`config.mk`:
```
export PLATFORM = sky130hd
export DESIGN_NAME = windowed_moving_average_core
export DESIGN_NICKNAME = d
export VERILOG_FILES = /design/src/rtl/core/wma_pkg.sv /design/src/rtl/core/wma_ctrl.sv /design/src/rtl/core/wma_dp.sv /design/src/rtl/core/windowed_moving_average_core.sv
export SDC_FILE = /design/constraint.sdc
export NUM_CORES = 1
export LEC_CHECK = 0
export BUFFER_PORTS_ARGS = -buffer_cell sky130_fd_sc_hd__clkbuf_2
export CAP_MARGIN = 20
export CORE_UTILIZATION = 63
export CTS_BUF_LIST = sky130_fd_sc_hd__clkbuf_16
export DETAILED_ROUTE_END_ITERATION = 10
export GPL_TIMING_DRIVEN = 1
export PLACE_DENSITY = 0.78
export SLEW_MARGIN = 20
export SYNTH_ARGS = -nofsm -noshare
export SYNTH_HDL_FRONTEND = slang
export SYNTH_HIERARCHICAL = 1
export SYNTH_SLANG_ARGS = --single-unit
```
`constraint.sdc`:
```
create_clock -name clk_i -period 7 [get_ports clk_i]
set_input_delay 0 -clock clk_i [delete_from_list [all_inputs] [get_ports clk_i]]
set_output_delay 0 -clock clk_i [all_outputs]
set_load 0.05 [all_outputs]
```
`src/rtl/core/wma_pkg.sv`:
```
package wma_pkg;

  // largest window the ring can hold
  localparam int unsigned MaxWindow = 32;

  localparam int unsigned ReadingW = 16;
  localparam int unsigned WinW     = 6;
  localparam int unsigned SlotW    = $clog2(MaxWindow);
  localparam int unsigned CntW     = WinW;
  // sum of MaxWindow readings of ReadingW bits
  localparam int unsigned SumW     = ReadingW + $clog2(MaxWindow);

  // one quotient bit per divider step
  localparam int unsigned DivSteps = SumW;
  localparam int unsigned DivCntW  = $clog2(DivSteps);

  typedef enum logic [1:0] {
    StIdle,
    StDiv,
    StFin
  } wma_state_e;

  typedef struct packed {
    logic start;
    logic div_step;
    logic out_load;
  } wma_cmd_t;

  typedef struct packed {
    logic div_last;
  } wma_status_t;

endpackage

```
`src/rtl/core/wma_ctrl.sv`:
```
module wma_ctrl (
  input  logic                 clk_i,
  input  logic                 rst_ni,
  input  logic                 in_valid_i,
  output logic                 in_ready_o,
  output logic                 out_valid_o,
  input  logic                 out_ready_i,
  input  wma_pkg::wma_status_t status_i,
  output wma_pkg::wma_cmd_t    cmd_o
);
  import wma_pkg::*;

  wma_state_e state_q, state_d;
  logic       out_valid_q, out_valid_d;
  logic       out_free;

  assign out_free = !out_valid_q || out_ready_i;

  always_ff @(posedge clk_i or negedge rst_ni) begin
    if (!rst_ni) begin
      state_q     <= StIdle;
      out_valid_q <= 1'b0;
    end else begin
      state_q     <= state_d;
      out_valid_q <= out_valid_d;
    end
  end

  always_comb begin
    state_d    = state_q;
    cmd_o      = '0;
    in_ready_o = 1'b0;
    unique case (state_q)
      StIdle: begin
        in_ready_o = 1'b1;
        if (in_valid_i) begin
          cmd_o.start = 1'b1;
          state_d     = StDiv;
        end
      end
      StDiv: begin
        cmd_o.div_step = 1'b1;
        if (status_i.div_last) begin
          state_d = StFin;
        end
      end
      StFin: begin
        // wait for the output register to drain
        if (out_free) begin
          cmd_o.out_load = 1'b1;
          state_d        = StIdle;
        end
      end
      default: begin
        state_d = StIdle;
      end
    endcase
  end

  always_comb begin
    if (cmd_o.out_load) begin
      out_valid_d = 1'b1;
    end else if (out_ready_i) begin
      out_valid_d = 1'b0;
    end else begin
      out_valid_d = out_valid_q;
    end
  end

  assign out_valid_o = out_valid_q;

endmodule

```
`src/rtl/core/wma_dp.sv`:
```
module wma_dp (
  input  logic                          clk_i,
  input  logic                          rst_ni,
  input  wma_pkg::wma_cmd_t             cmd_i,
  output wma_pkg::wma_status_t          status_o,
  input  logic                          cfg_we_i,
  input  logic [wma_pkg::WinW-1:0]      cfg_window_i,
  input  logic [wma_pkg::ReadingW-1:0]  reading_i,
  output logic [wma_pkg::ReadingW-1:0]  average_o
);
  import wma_pkg::*;

  logic [ReadingW-1:0] ring_q [MaxWindow];
  logic [MaxWindow-1:0] valid_q, valid_d;
  logic [WinW-1:0]     window_q, window_d;
  logic [SumW-1:0]     sum_q, sum_d;
  logic [SlotW-1:0]    slot_q, slot_d;
  logic [CntW-1:0]     seen_q, seen_d;
  logic [DivCntW-1:0]  div_cnt_q, div_cnt_d;

  logic [SumW-1:0]     div_sh_q, div_sh_d;
  logic [WinW-1:0]     rem_q, rem_d;
  logic [WinW-1:0]     divisor_q, divisor_d;
  logic [ReadingW-1:0] avg_q;

  logic [ReadingW-1:0] old_val;
  logic [SumW-1:0]     sum_upd;
  logic [WinW-1:0]     slot_inc;
  logic [SlotW-1:0]    slot_nxt;
  logic [CntW-1:0]     seen_upd;
  logic [WinW-1:0]     div_sel;
  logic [WinW-1:0]     win_clamp;
  logic [WinW:0]       trial;
  logic [WinW:0]       trial_sub;
  logic                trial_ge;

  // slot not written since the last clear reads as zero
  assign old_val  = valid_q[slot_q] ? ring_q[slot_q] : '0;
  assign sum_upd  = sum_q - SumW'(old_val) + SumW'(reading_i);
  assign slot_inc = WinW'(slot_q) + WinW'(1);
  assign slot_nxt = (slot_inc >= window_q) ? '0 : slot_inc[SlotW-1:0];
  assign seen_upd = (seen_q <= CntW'(window_q)) ? seen_q + CntW'(1) : seen_q;
  assign div_sel  = (seen_upd <= CntW'(window_q)) ? WinW'(seen_upd) : window_q;

  always_comb begin
    if (cfg_window_i == '0) begin
      win_clamp = WinW'(1);
    end else if (cfg_window_i > WinW'(MaxWindow)) begin
      win_clamp = WinW'(MaxWindow);
    end else begin
      win_clamp = cfg_window_i;
    end
  end

  // restoring divider, one quotient bit per step
  assign trial     = {rem_q, div_sh_q[SumW-1]};
  assign trial_ge  = trial >= {1'b0, divisor_q};
  assign trial_sub = trial - {1'b0, divisor_q};

  always_comb begin
    window_d  = window_q;
    sum_d     = sum_q;
    slot_d    = slot_q;
    seen_d    = seen_q;
    valid_d   = valid_q;
    div_cnt_d = div_cnt_q;
    div_sh_d  = div_sh_q;
    rem_d     = rem_q;
    divisor_d = divisor_q;
    if (cfg_we_i) begin
      window_d = win_clamp;
      sum_d    = '0;
      slot_d   = '0;
      seen_d   = '0;
      valid_d  = '0;
    end else if (cmd_i.start) begin
      sum_d           = sum_upd;
      slot_d          = slot_nxt;
      seen_d          = seen_upd;
      valid_d[slot_q] = 1'b1;
      div_cnt_d       = '0;
      div_sh_d        = sum_upd;
      rem_d           = '0;
      divisor_d       = div_sel;
    end else if (cmd_i.div_step) begin
      div_cnt_d = div_cnt_q + DivCntW'(1);
      div_sh_d  = {div_sh_q[SumW-2:0], trial_ge};
      rem_d     = trial_ge ? trial_sub[WinW-1:0] : trial[WinW-1:0];
    end
  end

  always_ff @(posedge clk_i or negedge rst_ni) begin
    if (!rst_ni) begin
      window_q  <= WinW'(1);
      sum_q     <= '0;
      slot_q    <= '0;
      seen_q    <= '0;
      valid_q   <= '0;
      div_cnt_q <= '0;
    end else begin
      window_q  <= window_d;
      sum_q     <= sum_d;
      slot_q    <= slot_d;
      seen_q    <= seen_d;
      valid_q   <= valid_d;
      div_cnt_q <= div_cnt_d;
    end
  end

  always_ff @(posedge clk_i) begin
    if (cmd_i.start && !cfg_we_i) begin
      ring_q[slot_q] <= reading_i;
    end
    if (cmd_i.out_load) begin
      avg_q <= div_sh_q[ReadingW-1:0];
    end
    div_sh_q  <= div_sh_d;
    rem_q     <= rem_d;
    divisor_q <= divisor_d;
  end

  assign status_o.div_last = (div_cnt_q == DivCntW'(DivSteps - 1));
  assign average_o         = avg_q;

endmodule

```
`src/rtl/core/windowed_moving_average_core.sv`:
```
// channel  | direction | handshake              | payload
// ---------+-----------+------------------------+---------------------
// input    | in        | in_valid_i/in_ready_o  | reading_i [15:0]
// output   | out       | out_valid_o/out_ready_i| average_o [15:0]
// config   | in        | cfg_valid_i/cfg_ready_o| window_size_i [5:0]
//
// the reading transfer itself updates the ring and running sum, then the
// radix-2 divider works out one quotient bit per step for each bit of the
// 21-bit sum, then the output register is loaded once it is free; only
// then is the next reading taken, not while a division is under way
// the output register frees the input side: a new reading is taken while a
// result still waits downstream; a second finished result waits for it
// reset (async, active low) and any window write clear the ring, sum, slot
// and seen count; reset sets the window to 1
module windowed_moving_average_core (
  input  logic                          clk_i,
  input  logic                          rst_ni,
  input  logic                          in_valid_i,
  output logic                          in_ready_o,
  input  logic [wma_pkg::ReadingW-1:0]  reading_i,
  output logic                          out_valid_o,
  input  logic                          out_ready_i,
  output logic [wma_pkg::ReadingW-1:0]  average_o,
  input  logic                          cfg_valid_i,
  output logic                          cfg_ready_o,
  input  logic [wma_pkg::WinW-1:0]      window_size_i
);
  import wma_pkg::*;

  wma_cmd_t    cmd;
  wma_status_t status;

  // window writes must only arrive while the block is idle; this block does not check that and always takes them
  assign cfg_ready_o = 1'b1;

  // sequencer: accept, divide, hand off result
  wma_ctrl u_ctrl (
    .clk_i       (clk_i),
    .rst_ni      (rst_ni),
    .in_valid_i  (in_valid_i),
    .in_ready_o  (in_ready_o),
    .out_valid_o (out_valid_o),
    .out_ready_i (out_ready_i),
    .status_i    (status),
    .cmd_o       (cmd)
  );

  // ring, running sum, counters and serial divider
  wma_dp u_dp (
    .clk_i        (clk_i),
    .rst_ni       (rst_ni),
    .cmd_i        (cmd),
    .status_o     (status),
    .cfg_we_i     (cfg_valid_i),
    .cfg_window_i (window_size_i),
    .reading_i    (reading_i),
    .average_o    (average_o)
  );

endmodule

```
==> results.cfg <==
[detailed_routing]
viasPerCell = 6.78
vias = 15300
antenna_left = 0
drt_iter0_markers = 1969
drc_errors = 0
wl_um = 64000
dr.pass1.iters = 5
wl_per_cell_um = 28.4

[logic_synthesis]
synth_area_sq_um = 27000
yosysSeqAreaShare_pct = 69.7
async_flop_share_pct = 12.2
synth.area.top_cells = edfxtp_1, mux4_2, dfrtp_1
synth_top_area_share_pct = 62.5
ys_warn_count = 6
synth_top_area_cell = edfxtp_1
post_synth_inst_count = 1557
ys_ff_latch = 639
synth_edf_count = 561
synth_area_per_cell_sq_um = 17.3
syn-num-nets = 1653
yosysUniqueCellTypes = 76
ys.flop_type = edfxtp_1

[outcome]
status = complete, no violations

[setup_path]
end_kind = flip-flop
worstPathCellList = buf_4 > mux4_2 > a22oi_1 > nand4_1 > inv_1 > a31oi_1 > fa_1 > inv_1 > ha_1 > nor2b_1 > o2111ai_1 > nand3_1 > a31oi_1 > mux2_2 > nand4_1 > or3b_1
required_ns = 7.36
startpoint_type = flip-flop
cp_max_fo = 30
critPathMaxStageDelay_ns = 0.82
arrival_ns = 6.17
path_class = reg -> reg
slowest_stage = dfrtp_4

[global_route]
grt_pass1_vias = 15500
grt_usage_pct = 30.4
grt_pass1_wl_um = 96700
overflow = 0
grt_max_degree = 79
grt_antenna_before_repair = 0

[die]
initial_core_util_pct = 64.2
dieWidth_um = 209
io_pins = 46
core_region_area_sq_um = 42000
die_area_sq_um = 43600
core.rowCount = 75
die_y_um = 209

[finish]
layout_common_cells = edfxtp_1, mux4_2, inv_1
fin_area_sq_um = 30100
nets = 1760
layout_commonest_cell = edfxtp_1
diodes = 0
synthToLayoutAreaGrowth_pct = 11.5
drive_gt1_share_pct = 21.5

[pwr]
comb_power_share_pct = 16.3
power.share.clock_pct = 33.8
internal_power_mw = 6.58
p_per_area_nw_per_um2 = 295
power.total_mw = 8.86
seq_power_share_pct = 50.0
p_leak_nw = 10.7
peakVddDrop_mv = 0.264
p_sw_mw = 2.28
netSwitchingFraction_pct = 25.8

[clocking]
ctsHoldBuffers = 19
tritoncts = done
insertion_delay_ns = 0.63
cts_buffers = 59
cts_root_buf = clkbuf_16
numClockSinks = 639
htreeDepth = 2
cts.clk_slew.worst_paths_ns = 0.06
postCtsSetupBuffers = 0
cts_buffer_depth = 3
ctsResizeCount = 0

[worst_hold_path]
hp-class = in -> async

[placement]
io_buffers = 44
dpl_worst_slack_ns = 1.29
gp_congestion = 0.901
dpl.hpwl_um = 38800
dpl_cell_area_sq_um = 28100

[sta]
tns_ns = 0
finalCritPeriodShare_pct = 82.9
layout_setup_ws_ns = 1.19
hold_ws_ns = 0.0175
worst_pin_slew_ns = 1.11
fmax_mhz = 172
skew_ns = 0.0292
post-route-min-period_ns = 5.81
drv_slew = 0
setup_viol = 0
max-slew-margin-rel_pct = 25.8
report.final.hold_viol_count = 0
rsz0062_at_grt = no

[job]
drv_cap = 0
-- layout make-up --
cell class	instances	area, sq um
clock inverter	52	330
clock buffer	59	1480
sequential	639	18800
tap	539	674
timing repair buffer	123	892
fill	2531	12000
multi-input combinational	732	7470
inverter	109	409
-- synth_stat cells, types with 3 or more instances --
| cell type | n |
|---|---|
| fa_1 | 17 |
| buf_2 | 16 |
| a22o_1 | 22 |
| buf_4 | 4 |
| dfrtp_1 | 77 |
| nand2b_1 | 6 |
| buf_6 | 3 |
| mux2_2 | 14 |
| edfxtp_1 | 561 |
| o21a_1 | 7 |
| nor2_1 | 68 |
| o21ai_0 | 42 |
| o211ai_1 | 3 |
| inv_1 | 106 |
| o22ai_1 | 5 |
| a21oi_1 | 34 |
| xnor2_1 | 16 |
| a221oi_1 | 17 |
| nand2_1 | 64 |
| buf_1 | 13 |
| nor2b_1 | 8 |
| a311oi_1 | 3 |
| nand4_1 | 12 |
| nor4b_1 | 3 |
| nand3b_1 | 5 |
| and2_1 | 3 |
| or3_1 | 3 |
| nor3_1 | 5 |
| a31oi_1 | 20 |
| a211oi_1 | 5 |
| a21o_1 | 43 |
| and3_1 | 6 |
| xor2_1 | 13 |
| a22oi_1 | 36 |
| ha_1 | 52 |
| clkbuf_1 | 40 |
| mux4_2 | 136 |
| nand3_1 | 20 |
-- power groups by stage --
stage               Sequential (mW)  Clock (mW)  Combinational, mW
floorplan                      4.46           0               1.08
global placement               4.50           0               1.37
detailed placement             4.51           0               1.41
CTS                            4.43        3.04               1.43
global route                   4.44        3.17               1.58
finish                         4.43        2.99               1.44
-- worst max-delay path: cells and delay by family (launching register included) --
| kind | cells | cell delay (ns) |
|---|---|---|
| adder cells (fa/ha/maj) | 2 | 0.87 |
| multiplexers | 2 | 0.97 |
| buffers and inverters | 3 | 1.02 |
| AND/OR/NAND/NOR | 5 | 0.96 |
| AO/OA/AOI/OAI | 4 | 0.86 |
| flip-flops | 1 | 0.82 |
-- worst paths after layout --
path / slack (ns) / depth (start not counted) / to / from
max in group asynchronous: 6.40 / 2 / u_dp/slot_q[0] / rst_ni
max reg2reg: 1.19 / 16 / u_dp/div_sh_q[20] / u_dp/slot_q[0]
min in group clk_i: 0.07 / 2 / u_dp/sum_q[8] / cfg_valid_i
min: 0.02 / 2 / u_dp/window_q[1] / rst_ni
min reg2reg: 0.45 / 0 / u_dp/average_o[3] / u_dp/div_sh_q[3]
max: 1.19 / 16 / u_dp/div_sh_q[20] / u_dp/slot_q[0]
-- cell families (layout without fill, tap and decap cells) --
logic type	Yosys count	in the layout	synth area share, %
DFF	639	639	69.7
AOI/OAI and AO/OA	260	260	6.82
and+or+nand+nor	221	221	4.01
buffers and inverters	186	343	2.83
muxes	152	152	12.0
adders and majority gates	69	69	3.67
xor gates and xnor gates	29	29	0.942
other	1	1	0.0139
-- stage by stage --
| stage | cells | utilization, % |
|---|---|---|
| after floorplan | 1557 | - |
| after global placement | 2123 | 66.7 |
| after detailed placement | 2123 | 66.7 |
| after CTS | 2253 | 71.5 |
| after global routing | 2253 | 71.5 |
| final | 2253 | 71.5 |
-- metal layers --
metal	track usage [%]	routed length [um]	vias up
met2	47.2	30200	904
li1	-	-	6343
met4	14.5	3060	0
met5	0	0	-
met1	42.1	24600	7827
met3	6.22	6160	200
-- registers in the layout, indices dropped and copies added (netlist names) --
signal,flops
u_dp/ring_q,512
u_dp/rem_q,6
u_ctrl/state_q,2
u_dp/divisor_q,6
u_dp/sum_q,21
u_dp/div_sh_q,21
u_dp/window_q,6
u_dp/average_o,16
u_dp/slot_q,5
u_dp/valid_q,32
u_ctrl/out_valid_o,1
u_dp/div_cnt_q,5
u_dp/seen_q,6
No activity file was read; power rests on OpenSTA's default activity.
